<file path="config.mk">
export PLATFORM = sky130hd
export DESIGN_NAME = rgb_led_pulse_encoder_core
export DESIGN_NICKNAME = d
export VERILOG_FILES = /design/src/rlpe_pkg.sv /design/src/rgb_led_pulse_encoder_core.sv /design/src/rlpe_lane.sv /design/src/rlpe_serializer.sv
export SDC_FILE = /design/constraint.sdc
export NUM_CORES = 1
export LEC_CHECK = 0
export ABC_AREA = 1
export BUFFER_PORTS_ARGS = -buffer_cell sky130_fd_sc_hd__buf_2
export CAP_MARGIN = 20
export CELL_PAD_IN_SITES_DETAIL_PLACEMENT = 1
export CELL_PAD_IN_SITES_GLOBAL_PLACEMENT = 1
export CORE_MARGIN = 2
export CORE_UTILIZATION = 42
export CTS_BUF_LIST = sky130_fd_sc_hd__clkbuf_8
export DETAILED_ROUTE_END_ITERATION = 8
export PLACE_DENSITY = 0.8
export SLEW_MARGIN = 20
export SYNTH_ARGS = -nofsm -noshare
export SYNTH_HDL_FRONTEND = slang
export SYNTH_SLANG_ARGS = --single-unit
</file>
<file path="constraint.sdc">
create_clock -name clk -period 10.5 [get_ports clk]
set_input_delay 0.525 -clock clk [delete_from_list [all_inputs] [get_ports clk]]
set_output_delay 0.525 -clock clk [all_outputs]
set_load 0.02 [all_outputs]
</file>
<file path="src/rlpe_pkg.sv">
// ----------------------------------------------------------------------------
// rlpe_pkg
// Shared types and constants for the RGB LED pulse encoder.
// ----------------------------------------------------------------------------
package rlpe_pkg;

    localparam int SLOTS_PER_BIT    = 10;
    localparam int LONG_HIGH_SLOTS  = 5;
    localparam int SHORT_HIGH_SLOTS = 3;
    localparam int BITS_PER_PIXEL   = 24;
    localparam int SYM_CNT_W        = $clog2(BITS_PER_PIXEL);

    localparam logic [8:0]  BRIGHTNESS_RESET   = 9'd256;
    localparam logic [8:0]  BRIGHTNESS_FULL    = 9'd256;
    localparam logic [15:0] SLOT_DIVIDER_RESET = 16'd13;

    // register indexes (byte address / 4)
    localparam logic REG_BRIGHTNESS   = 1'b0;
    localparam logic REG_SLOT_DIVIDER = 1'b1;

    localparam logic [2:0] HIGH_SLOTS_ONE  = 3'(LONG_HIGH_SLOTS);
    localparam logic [2:0] HIGH_SLOTS_ZERO = 3'(SHORT_HIGH_SLOTS);
    localparam logic [2:0] LOW_SLOTS_ONE   = 3'(SLOTS_PER_BIT - LONG_HIGH_SLOTS);
    localparam logic [2:0] LOW_SLOTS_ZERO  = 3'(SLOTS_PER_BIT - SHORT_HIGH_SLOTS);

    localparam logic [SYM_CNT_W-1:0] SYM_LAST = SYM_CNT_W'(BITS_PER_PIXEL - 1);

    typedef struct packed {
        logic [7:0] green;
        logic [7:0] red;
        logic [7:0] blue;
    } scaled_pixel_t;

endpackage

</file>
<file path="src/rgb_led_pulse_encoder_core.sv">
// ----------------------------------------------------------------------------
// rgb_led_pulse_encoder_core
// A pixel's first symbol is valid once the pixel has passed the lane stage
// and then the shifter. The shifter gives one symbol per cycle while m_tready
// is high; the lane stage takes the next pixel while the current one shifts out.
// Reset: asynchronous, active low; brightness returns to 256, slot_divider
// to 13, and both pipeline stages empty.
// ----------------------------------------------------------------------------
module rgb_led_pulse_encoder_core
    import rlpe_pkg::*;
(
    input  logic        clk,
    input  logic        rst_n,
    // pixel input
    input  logic        s_tvalid,
    output logic        s_tready,
    input  logic [23:0] s_tdata,   // red[7:0], green[15:8], blue[23:16]
    // symbol output
    output logic        m_tvalid,
    input  logic        m_tready,
    output logic [7:0]  m_tdata,   // bit_value[0], high_slots[3:1], low_slots[6:4], 0[7]
    output logic        m_tlast,   // last_bit
    // configuration
    input  logic        psel,
    input  logic        penable,
    input  logic        pwrite,
    input  logic [2:0]  paddr,
    input  logic [31:0] pwdata,
    output logic [31:0] prdata,
    output logic        pready
);

    logic [8:0]    brightness_reg;
    logic [15:0]   slot_divider_reg;
    logic          cfg_wr;
    logic          lane_valid_reg;
    logic          lane_valid_next;
    logic          lane_load;
    logic          pix_ready;
    scaled_pixel_t pix;
    logic          sym_bit;
    logic [2:0]    sym_high;
    logic [2:0]    sym_low;

    // configuration registers
    assign pready = 1'b1;
    assign cfg_wr = psel && penable && pwrite && pready;

    always_ff @(posedge clk or negedge rst_n)
    begin
        if (!rst_n)
        begin
            brightness_reg   <= BRIGHTNESS_RESET;
            slot_divider_reg <= SLOT_DIVIDER_RESET;
        end
        else if (cfg_wr)
        begin
            unique case (paddr[2])
                REG_BRIGHTNESS:   brightness_reg   <= pwdata[8:0];
                REG_SLOT_DIVIDER: slot_divider_reg <= pwdata[15:0];
                default:          ;
            endcase
        end
    end

    always_comb
    begin
        unique case (paddr[2])
            REG_BRIGHTNESS:   prdata = 32'(brightness_reg);
            REG_SLOT_DIVIDER: prdata = 32'(slot_divider_reg);
            default:          prdata = '0;
        endcase
    end

    // lane stage: hold a scaled pixel until the shifter takes it
    assign s_tready        = !lane_valid_reg || pix_ready;
    assign lane_load       = s_tvalid && s_tready;
    assign lane_valid_next = lane_load || (lane_valid_reg && !pix_ready);

    always_ff @(posedge clk or negedge rst_n)
    begin
        if (!rst_n)
        begin
            lane_valid_reg <= 1'b0;
        end
        else
        begin
            lane_valid_reg <= lane_valid_next;
        end
    end

    rlpe_lane u_lane_red
    (
        .clk        (clk),
        .load       (lane_load),
        .chan       (s_tdata[7:0]),
        .brightness (brightness_reg),
        .scaled     (pix.red)
    );

    rlpe_lane u_lane_green
    (
        .clk        (clk),
        .load       (lane_load),
        .chan       (s_tdata[15:8]),
        .brightness (brightness_reg),
        .scaled     (pix.green)
    );

    rlpe_lane u_lane_blue
    (
        .clk        (clk),
        .load       (lane_load),
        .chan       (s_tdata[23:16]),
        .brightness (brightness_reg),
        .scaled     (pix.blue)
    );

    rlpe_serializer u_serializer
    (
        .clk       (clk),
        .rst_n     (rst_n),
        .pix_valid (lane_valid_reg),
        .pix_ready (pix_ready),
        .pix       (pix),
        .sym_valid (m_tvalid),
        .sym_ready (m_tready),
        .sym_bit   (sym_bit),
        .sym_high  (sym_high),
        .sym_low   (sym_low),
        .sym_last  (m_tlast)
    );

    assign m_tdata = {1'b0, sym_low, sym_high, sym_bit};

endmodule

</file>
<file path="src/rlpe_lane.sv">
// ----------------------------------------------------------------------------
// rlpe_lane
// One color lane: scales a channel byte by brightness / 256, registered.
// ----------------------------------------------------------------------------
module rlpe_lane
    import rlpe_pkg::*;
(
    input  logic       clk,
    input  logic       load,
    input  logic [7:0] chan,
    input  logic [8:0] brightness,
    output logic [7:0] scaled
);

    logic [8:0]  bright_clamped;
    logic [16:0] product;
    logic [7:0]  scaled_reg;
    logic [7:0]  scaled_next;

    // anything at or above full scale acts as full scale
    assign bright_clamped = brightness[8] ? BRIGHTNESS_FULL : brightness;
    assign product        = 17'(chan) * 17'(bright_clamped);
    assign scaled_next    = product[15:8];

    always_ff @(posedge clk)
    begin
        if (load)
        begin
            scaled_reg <= scaled_next;
        end
    end

    assign scaled = scaled_reg;

endmodule

</file>
<file path="src/rlpe_serializer.sv">
// ----------------------------------------------------------------------------
// rlpe_serializer
// Merges the lane results into a GRB word and shifts it out MSB first,
// one pulse symbol per transaction.
// ----------------------------------------------------------------------------
module rlpe_serializer
    import rlpe_pkg::*;
(
    input  logic          clk,
    input  logic          rst_n,
    input  logic          pix_valid,
    output logic          pix_ready,
    input  scaled_pixel_t pix,
    output logic          sym_valid,
    input  logic          sym_ready,
    output logic          sym_bit,
    output logic [2:0]    sym_high,
    output logic [2:0]    sym_low,
    output logic          sym_last
);

    logic                           busy_reg;
    logic                           busy_next;
    logic [SYM_CNT_W-1:0]           cnt_reg;
    logic [SYM_CNT_W-1:0]           cnt_next;
    logic [BITS_PER_PIXEL-1:0]      shift_reg;
    logic [BITS_PER_PIXEL-1:0]      shift_next;
    logic                           sym_done;
    logic                           load;

    assign sym_done  = busy_reg && sym_ready;
    assign pix_ready = !busy_reg || (sym_ready && (cnt_reg == SYM_LAST));
    assign load      = pix_valid && pix_ready;

    always_comb
    begin
        busy_next  = busy_reg;
        cnt_next   = cnt_reg;
        shift_next = shift_reg;
        if (load)
        begin
            busy_next  = 1'b1;
            cnt_next   = '0;
            shift_next = pix;
        end
        else if (sym_done)
        begin
            if (cnt_reg == SYM_LAST)
            begin
                busy_next = 1'b0;
            end
            else
            begin
                cnt_next   = cnt_reg + SYM_CNT_W'(1);
                shift_next = {shift_reg[BITS_PER_PIXEL-2:0], 1'b0};
            end
        end
    end

    always_ff @(posedge clk or negedge rst_n)
    begin
        if (!rst_n)
        begin
            busy_reg <= 1'b0;
            cnt_reg  <= '0;
        end
        else
        begin
            busy_reg <= busy_next;
            cnt_reg  <= cnt_next;
        end
    end

    always_ff @(posedge clk)
    begin
        shift_reg <= shift_next;
    end

    assign sym_valid = busy_reg;
    assign sym_bit   = shift_reg[BITS_PER_PIXEL-1];
    assign sym_high  = sym_bit ? HIGH_SLOTS_ONE : HIGH_SLOTS_ZERO;
    assign sym_low   = sym_bit ? LOW_SLOTS_ONE : LOW_SLOTS_ZERO;
    assign sym_last  = (cnt_reg == SYM_LAST);

endmodule

</file>
==> flow_summary_export.csv, run 1 <==
group,metric,value,unit
clock_network,htree_levels,3,
placement,postPlaceCellArea,10770,µm²
layout,regArea,2247,µm²
floorplan,start_util,42.38,%
worst_setup_path,critPathMaxStageDelay,1.08,ns
sta,final_hold_viol_count,0,
layout,diodes,0,
worst_setup_path,cp_max_fo,33,
layout,final_util,45.52,%
global_routing,grt_util_all_layers,21.98,%
synthesis,synth_edf_count,48,
synthesis,synth_top_cells_by_area,"fa_1 24%, edfxtp_1 14%, ha_1 12%",
floorplan,dieArea,25590,µm²
clock_network,cts.reportedPaths.clkPinSlew,0.10,ns
clock_network,clockBufferDepth,2,
synthesis,ys.flop_type,"edfxtp_1",
pwr,max-vdd-ir-drop,0.00006994,V
worst_setup_path,crit_path_start_kind,"flip-flop",
layout,design_area,10970,µm²
sta,setup_violations,0,
sta,holdWs,0.1926,ns
floorplan,coreArea,24110,µm²
global_routing,grt_pass1_vias,9166,
synthesis,async_flop_share,40.00,%
global_routing,grt_pass1_wl,44970,µm
routing,drc,0,
synthesis,synthCells,1313,
synthesis,ys_top_cells_by_count,"305 x nand2_1, 300 x inv_1, 181 x nor2_1",
pwr,cellPowerDensity,191.3,nW/µm²
worst_setup_path,worstPathCellList,"nor2_1, inv_1, nor2_1, fa_1, fa_1, fa_1, inv_1, fa_1, inv_1, ha_1, nand2_1, inv_1, a21oi_1, nor2_1, nor2_1, nand2_1, nand2_1, nand2_1",
layout,fillers,3101,
routing,drt_iter0_markers,415,
worst_setup_path,cp_slowest_cell,"dfstp_2",
layout,num-nets-final,1653,
global_routing,gr-total-overflow,0,
sta,drv_slew,0,
clock_network,cts_sinks,80,
routing,via_per_inst,4.899,
sta,period_needed,6.036,ns
synthesis,synth.most_common_cell,"nand2_1",
routing,drt-wirelength-per-cell,15.77,µm
floorplan,die_h,160.0,µm
routing,vias,8324,
global_routing,antenna_found_initial,0,
floorplan,rows,57,
clock_network,cts_tree,"done",
global_routing,grt_max_degree,34,
sta,setup_ws,4.464,ns
layout,area_growth,7.409,%
sta,tightest_slew,1.028,ns
sta,skew,0.01569,ns
routing,ant_nets,0,
synthesis,ys_seq_elements,80,
layout,largest_reg_flops,24,
placement,dp_hpwl,21120,µm
floorplan,die_w,160.0,µm
clock_network,numCtsBuffers,9,
run_status,status,"finished, final reports clean",
synthesis,yosysSeqAreaShare,22.00,%
clock_network,clk_latency,0.37,ns
synthesis,synth.distinct_cells,36,
placement,place.port_buffers,70,
hold_path,min_path_type,"in -> async",
job,cap_viol_max_count,0,
clock_network,cts_setup_buffers,0,
synthesis,syn_area_per_cell,7.781,µm²
worst_setup_path,required,10.64,ns
clock_network,cts_root_buf,"clkbuf_8",
synthesis,yosys.area.top_type_share,23.52,%
floorplan,pin_count,110,
layout,drive_above_1_share,8.364,%
routing,firstDrtPassIters,4,
synthesis,synth.cell_area,10220,µm²
sta,final.setup.tns,0,ns
clock_network,postCtsHoldBufs,0,
worst_setup_path,crit_path_end_kind,"flip-flop",
pwr,p_leak,0.006208,µW
clock_network,cts_resized,0,
worst_setup_path,critPathKind,"reg -> reg",
placement,gp_congestion,0.8430,
synthesis,yosys_warnings,0,
placement,pre_cts_ws,4.539,ns
sta,relSlewSlack,31.38,%
sta,max_freq,165.7,MHz
synthesis,yosys.area.top_type,"fa_1",
worst_setup_path,arrival,6.18,ns
layout,multiInputGateArea,6586,µm²
sta,timing.final.crit_share,57.48,%
sta,rsz0062_at_grt,"no",
routing,totalWireLength,26790,µm
==> layout make-up <==
cell class	count	share of cell area (%)
multi-input cells	898	60.02
clock inverters	7	0.7070
well taps	324	3.694
clock buffers	9	1.129
repair buffers	74	3.466
flip-flops and latches	80	20.48
inverters	307	10.50
==> through the flow <==
stage | total power (µW) | cells
3_5_place_dp | 1855 | 1683
6_report | 2099 | 1699
3_3_place_gp | 1786 | 1683
2_1_floorplan | 1479 | 1332
4_1_cts | 2118 | 1699
5_1_grt | 2339 | 1699
==> where the power goes <==
group          switching (µW)  internal (µW)
logic                     909            505
registers                29.0            411
clock network             133            112
total                    1070           1030
==> logic make-up (layout without fill, tap and decap cells) <==
kind of cell / after synthesis / after routing / share of synthesized area [%]
flops: 80 / 80 / 22.00
compound gates: 90 / 90 / 4.752
buf+inv: 354 / 397 / 14.23
mux: 7 / 7 / 0.7716
fa+ha+maj: 217 / 217 / 35.39
other cells: 2 / 21 / 0.07351
xor+xnor: 20 / 20 / 1.715
simple gates: 543 / 543 / 21.07
==> worst paths after layout <==
path	depth (start not counted)	end	startpoint	slack [ns]
max	18	u_lane_red.scaled[7]	brightness_reg[8]	4.46
min	1	brightness_reg[6]	rst_n	0.19
max reg2reg	18	u_lane_red.scaled[7]	brightness_reg[8]	4.46
min reg2reg	2	slot_divider_reg[8]	slot_divider_reg[8]	0.49
max in group asynchronous	1	u_serializer.sym_valid	rst_n	9.82
min in group clk	3	lane_valid_reg	s_tvalid	0.36
==> critical path, delay by kind of cell (launching register included) <==
kind / cells / cell delay (ns)
AOI/OAI and AO/OA: 1 / 0.29
buffers and inverters: 4 / 0.99
and+or+nand+nor: 8 / 1.01
DFF: 1 / 1.08
adders and majority gates: 5 / 2.42
==> cell usage in the layout (no fill, tap or decap), drive strengths merged, types with 3 or more instances in the layout <==
cell type and instances:
nor2 188, clkbuf 9, o21ai 44, mux2 7, edfxtp 48, buf 74
fa 120, nand2 306, dfrtp 28, a31oi 3, xnor2 9, o21bai 4
inv 305, dfstp 4, nor3 6, clkinv 6, ha 97, xor2 11
a21o 6, a21oi 32, nand3 34, nand4 7, conb 21
==> routing by layer <==
layer	global-route usage [%]	share of wire (%)
met5	0	0
met4	4.955	1.2
met3	1.792	3.0
met1	28.19	44
met2	40.42	52
(Power assumes the default switching activity.)
==> run 2, diff against run 1 <==
--- a/config.mk
+++ b/config.mk
@@ -14,7 +14,7 @@
 export CORE_UTILIZATION = 42
 export CTS_BUF_LIST = sky130_fd_sc_hd__clkbuf_8
 export DETAILED_ROUTE_END_ITERATION = 8
-export PLACE_DENSITY = 0.8
+export PLACE_DENSITY = 0.83
 export SLEW_MARGIN = 20
 export SYNTH_ARGS = -nofsm -noshare
 export SYNTH_HDL_FRONTEND = slang
==> constraint.sdc (replaced) <==
create_clock -name clk -period 5.3 [get_ports clk]
set_input_delay 0.265 -clock clk [delete_from_list [all_inputs] [get_ports clk]]
set_output_delay 0.265 -clock clk [all_outputs]
set_load 0.02 [all_outputs]
==> run 2 against run 1 <==
Sequential power up 95%. Die area did not move. Non-clock buffer count up 16. Final cell count rose by 0.94%. Largest power group unchanged. Combinational power up 100%. Setup slack worse by 4.1 ns. Critical path type unchanged. Utilization rose by 0.62 points. Critical path depth decreased by 1. Total power up 100%. Via count rose by 1.0%.
==> flow_summary_export.csv, run 2 (synthesized netlist as in run 1, its figures left out) <==
group,metric,value,unit
worst_setup_path,cp_max_fo,12,
global_routing,grt_pass1_wl,45720,µm
floorplan,dieArea,25590,µm²
layout,layout_commonest_cell,"nand2_1",
placement,dp_hpwl,22480,µm
sta,period_needed,4.916,ns
clock_network,clockBufferDepth,2,
routing,via_per_inst,4.904,
job,cap_viol_max_count,0,
sta,tightest_slew,0.8496,ns
clock_network,numCtsBuffers,9,
sta,final.setup.tns,0,ns
routing,vias,8411,
clock_network,cts_root_buf,"clkbuf_8",
placement,pre_cts_ws,0.3041,ns
layout,largest_reg_flops,24,
floorplan,die_h,160.0,µm
routing,drt-wirelength-per-cell,15.95,µm
global_routing,grt_pass1_vias,9564,
global_routing,antenna_found_initial,0,
sta,timing.final.crit_share,92.75,%
layout,layout_common_cells,"305 x nand2_1, 299 x inv_1, 181 x nor2_1, 120 x fa_1, 97 x ha_1",
layout,num-nets-final,1669,
placement,dp_cells,1698,
floorplan,start_util,42.38,%
clock_network,cts.reportedPaths.clkPinSlew,0.11,ns
placement,gp_congestion,0.8503,
worst_setup_path,critPathMaxStageDelay,0.69,ns
hold_path,min_path_type,"in -> reg",
sta,rsz0062_at_grt,"no",
layout,final_util,46.14,%
worst_setup_path,arrival,5.05,ns
layout,final_cells,1715,
worst_setup_path,required,5.43,ns
sta,setup_ws,0.3842,ns
floorplan,rows,57,
pwr,cellPowerDensity,381.7,nW/µm²
global_routing,grt_util_all_layers,22.31,%
pwr,max-vdd-ir-drop,0.0001557,V
clock_network,cts_setup_buffers,0,
routing,ant_nets,0,
floorplan,pin_count,110,
worst_setup_path,critPathKind,"reg -> reg",
sta,relSlewSlack,43.22,%
sta,max_freq,203.4,MHz
clock_network,cts_sinks,80,
global_routing,gr-total-overflow,0,
routing,drc,0,
routing,firstDrtPassIters,4,
global_routing,grt_max_degree,33,
worst_setup_path,cp_common_cell,"fa_1",
sta,drv_slew,0,
routing,drt_iter0_markers,249,
worst_setup_path,crit_path_start_kind,"flip-flop",
worst_setup_path,crit_path_end_kind,"flip-flop",
worst_setup_path,cp_slowest_cell,"dfstp_2",
layout,diodes,0,
floorplan,die_w,160.0,µm
floorplan,coreArea,24110,µm²
clock_network,clk_latency,0.39,ns
sta,final_hold_viol_count,0,
pwr,p_leak,0.006305,µW
run_status,status,"finished, final reports clean",
clock_network,cts_tree,"done",
sta,setup_violations,0,
placement,place.port_buffers,70,
layout,drive_above_1_share,9.561,%
routing,totalWireLength,27350,µm
sta,skew,0.02450,ns
clock_network,htree_levels,3,
worst_setup_path,worstPathCellList,"nor2_2, inv_1, buf_4, nor2_1, fa_1, fa_1, inv_1, fa_1, inv_1, fa_1, ha_1, a21oi_1, o21ai_0, a21oi_1, nand2_1, nand2_1, nand2_1",
layout,area_growth,8.880,%
[run 2: cell count changes in the layout (fill, tap and decap cells not counted)]
cell,previous run,this run
inv_6,1,0
bufinv_16,1,2
clkinv_1,5,1
clkinv_4,1,2
inv_1,298,299
dlygate4sd3_1,0,1
buf_4,4,19
inv_2,5,6
clkinv_2,0,1
[run 2: per-layer routing]
metal | routed length [µm] | global-route usage (%) | part of all wire (%)
met4 | 580 | 6.224 | 2.1
met2 | 14470 | 42.68 | 53
met3 | 942 | 2.026 | 3.4
met1 | 11350 | 26.59 | 42
met5 | 0 | 0 | 0
[run 2: cell type report]
| cell class | count | area, µm² |
|---|---|---|
| well taps | 324 | 405.4 |
| clock inverters | 7 | 97.59 |
| inverters | 307 | 1160 |
| repair buffers | 90 | 503.0 |
| flip-flops and latches | 80 | 2247 |
| fillers | 3095 | 12980 |
| multi-input cells | 898 | 6586 |
| clock buffers | 9 | 123.9 |
[run 2: final timing paths]
kind                                     start                 endpoint  slack, ns  depth (start not counted)
min in group asynchronous                rst_n        brightness_reg[4]       0.47                          2
setup / recovery             brightness_reg[8]     u_lane_red.scaled[4]       0.38                         17
hold reg to reg            slot_divider_reg[0]      slot_divider_reg[0]       0.50                          2
max in group asynchronous                rst_n  u_serializer.cnt_reg[3]       4.33                          2
setup reg to reg             brightness_reg[8]     u_lane_red.scaled[4]       0.38                         17
hold / removal                        s_tvalid           lane_valid_reg       0.09                          3
[run 2: what timing repair did]
item / in CTS / in global routing
setup endpoints to repair: 0 / 1
resized for setup: 0 / 2
hold buffers: 1 / 0
hold endpoints to repair: 28 / 0
[run 2: worst max-delay path, delay by kind of cell, from the launching register on]
family                     cells  cell delay (ns)
buffers and inverters          4             0.79
and+or+nand+nor                5             0.34
DFF                            1             0.69
adders and majority gates      5             2.20
AOI/OAI and AO/OA              3             0.63
[run 2: where the power goes]
part / total [µW] / switching [µW] / internal [µW] / leakage [µW]
sequential: 860 / 45.9 / 814 / 0.000833
combinational: 2870 / 1840 / 1030 / 0.00536
clock: 518 / 251 / 268 / 0.000116
[run 2: through the flow]
stage,cell area [µm²],hold WS [ns],total power [µW]
final,11120,0.09437,4246
after global routing,11120,0.1078,4709
after CTS,11120,0.08727,4286
after detailed placement,10880,0.3615,3742
after global placement,10880,0.3637,3562
after floorplan,10290,-0.03059,2929
==> run 3, diff against run 2 <==
--- a/config.mk
+++ b/config.mk
@@ -11,10 +11,9 @@
 export CELL_PAD_IN_SITES_DETAIL_PLACEMENT = 1
 export CELL_PAD_IN_SITES_GLOBAL_PLACEMENT = 1
 export CORE_MARGIN = 2
-export CORE_UTILIZATION = 42
-export CTS_BUF_LIST = sky130_fd_sc_hd__clkbuf_8
+export CORE_UTILIZATION = 41
 export DETAILED_ROUTE_END_ITERATION = 8
-export PLACE_DENSITY = 0.83
+export PLACE_DENSITY = 0.82
 export SLEW_MARGIN = 20
 export SYNTH_ARGS = -nofsm -noshare
 export SYNTH_HDL_FRONTEND = slang
==> run 3 against run 2 <==
Die area is 2.4% higher. Clock-buffer cell count stayed put. Clock skew is 0.013 ns lower. Global-route usage is 0.41 points higher. Critical path type unchanged. Sequential power up 0.9%. Setup slack worse by 0.15 ns. Final area is 0.96% higher. Highest routed layer unchanged.
==> flow_summary_export.csv, run 3 (synthesized netlist as in run 1, its figures left out) <==
group,metric,value,unit
placement,postPlaceCellArea,10880,µm²
sta,setup_ws,0.2301,ns
layout,layout_common_cells,"305 x nand2_1, 298 x inv_1, 179 x nor2_1, 120 x fa_1, 97 x ha_1",
worst_setup_path,cp_max_fo,18,
worst_setup_path,required,5.40,ns
routing,drt_iter0_markers,343,
global_routing,grt_max_degree,33,
floorplan,die_h,161.9,µm
placement,place.port_buffers,70,
floorplan,pin_count,110,
worst_setup_path,cp.depth,18,
clock_network,htree_levels,3,
pwr,p_leak,0.006340,µW
worst_setup_path,crit_end,"u_lane_red.scaled[5]",
layout,multiInputGateArea,6591,µm²
layout,fillers,3132,
layout,largest_reg_flops,24,
placement,dp_hpwl,22590,µm
worst_setup_path,cp_top_family,"adder cells",
routing,totalWireLength,28440,µm
sta,period_needed,5.070,ns
placement,gp_congestion,0.8493,
pwr,sw_frac_of_total,50.34,%
sta,timing.final.crit_share,95.66,%
pwr,cellPowerDensity,390.5,nW/µm²
layout,num-nets-final,1671,
floorplan,start_util,41.88,%
pwr,power.switching,2208,µW
worst_setup_path,reg2reg_depth,18,
worst_setup_path,rr_endpoint,"u_lane_red.scaled[5]",
sta,final.setup.tns,0,ns
placement,pre_cts_ws,0.1828,ns
worst_setup_path,critPathKind,"reg -> reg",
global_routing,gr-total-overflow,0,
routing,via_per_inst,4.967,
clock_network,cts.reportedPaths.clkPinSlew,0.07,ns
worst_setup_path,worstPathCellList,"nor2_2, inv_1, buf_4, nor2_1, fa_1, fa_1, inv_1, fa_1, inv_1, fa_1, ha_1, inv_1, o21ai_0, a31oi_1, nand2_1, nand2_1, nand3_1, nand2_1",
clock_network,clockBufferDepth,2,
worst_setup_path,arrival,5.17,ns
job,cap_viol_max_count,0,
pwr,p_seq_share,19.8,%
worst_setup_path,cp_slowest_cell,"dfstp_4",
worst_setup_path,reg2reg_slack,0.23,ns
routing,drc,0,
sta,final_hold_viol_count,0,
layout,diodes,0,
floorplan,rows,57,
sta,max_freq,197.2,MHz
pwr,p_int,2178,µW
floorplan,dieArea,26200,µm²
global_routing,grt_pass1_vias,9542,
worst_setup_path,critPathMaxStageDelay,0.76,ns
worst_setup_path,crit_path_start_kind,"flip-flop",
layout,design_area,11230,µm²
global_routing,grt_pass1_wl,47220,µm
pwr,max-vdd-ir-drop,0.0001624,V
floorplan,die_w,161.9,µm
clock_network,cts_root_buf,"clkbuf_16",
routing,ant_nets,0,
sta,drv_slew,0,
run_status,status,"finished, final reports clean",
worst_setup_path,rr_startpoint,"brightness_reg[8]",
pwr,clkPwrFrac,13.9,%
clock_network,clk_latency,0.34,ns
clock_network,numCtsBuffers,9,
hold_path,min_path_type,"in -> reg",
worst_setup_path,startpoint,"brightness_reg[8]",
routing,firstDrtPassIters,5,
clock_network,cts_tree,"done",
routing,drt-wirelength-per-cell,16.56,µm
layout,drive_above_1_share,9.763,%
worst_setup_path,path_buf_inv,5,
hold_path,min_from,"s_tvalid",
pwr,combPwrFrac,66.3,%
layout,regArea,2251,µm²
floorplan,coreArea,24390,µm²
worst_setup_path,crit_path_end_kind,"flip-flop",
routing,vias,8529,
sta,skew,0.01166,ns
global_routing,grt_util_all_layers,22.71,%
layout,final_util,46.04,%
sta,tightest_slew,0.8531,ns
layout,area_growth,9.920,%
pwr,total_power,4385,µW
global_routing,antenna_found_initial,0,
sta,relSlewSlack,42.99,%
layout,layout_commonest_cell,"nand2_1",
sta,setup_violations,0,
sta,rsz0062_at_grt,"no",
clock_network,cts_sinks,80,
-- run 3: through the flow --
stage / std cells / hold slack, ns
6_report: 1717 / 0.1408
5_1_grt: 1717 / 0.1357
4_1_cts: 1714 / 0.1363
3_5_place_dp: 1697 / 0.3658
3_3_place_gp: 1697 / 0.3651
2_1_floorplan: 1332 / -0.03059
-- run 3: power by group through the flow --
stage | logic (µW) | clock network, µW | registers [µW]
floorplan | 2070 | 0 | 858
global placement | 2690 | 0 | 872
detailed placement | 2870 | 0 | 877
CTS | 2910 | 626 | 865
global route | 3320 | 648 | 876
finish | 2910 | 612 | 868
-- run 3: how the worst min path moves through the flow --
stage / end / slack (ns) / depth (start not counted)
finish: lane_valid_reg / 0.14 / 3
global route: slot_divider_reg[13] / 0.14 / 2
CTS: lane_valid_reg / 0.14 / 3
detailed placement: slot_divider_reg[6] / 0.37 / 1
global placement: slot_divider_reg[6] / 0.37 / 1
floorplan: brightness_reg[0] / -0.03 / 0
-- run 3: tightest hold or removal path, stage by stage --
cell     delay [ns]
buf_2          0.09
inv_1          0.04
nand2_1        0.05
-- run 3: timing repair --
item,CTS,global route
gates resized for setup,0,5
setup buffers,0,2
setup endpoints to repair,0,8
endpoints found under the hold margin,23,0
hold buffers,1,0
-- run 3: area by class of cell --
| class | count | area share (%) |
|---|---|---|
| timing repair buffer | 92 | 4.791 |
| clock inverter | 7 | 0.5237 |
| multi-input combinational | 898 | 58.70 |
| tap | 324 | 3.610 |
| sequential | 80 | 20.04 |
| inverter | 307 | 10.33 |
| clock buffer | 9 | 2.006 |
-- run 3: per-layer routing --
layer / up-vias / GRT usage [%] / routed length [µm]
met5: - / 0 / 0
met4: 0 / 6.436 / 539
met3: 41 / 1.660 / 679
met2: 141 / 42.44 / 14850
met1: 4309 / 28.12 / 12380
li1: 4038 / - / -
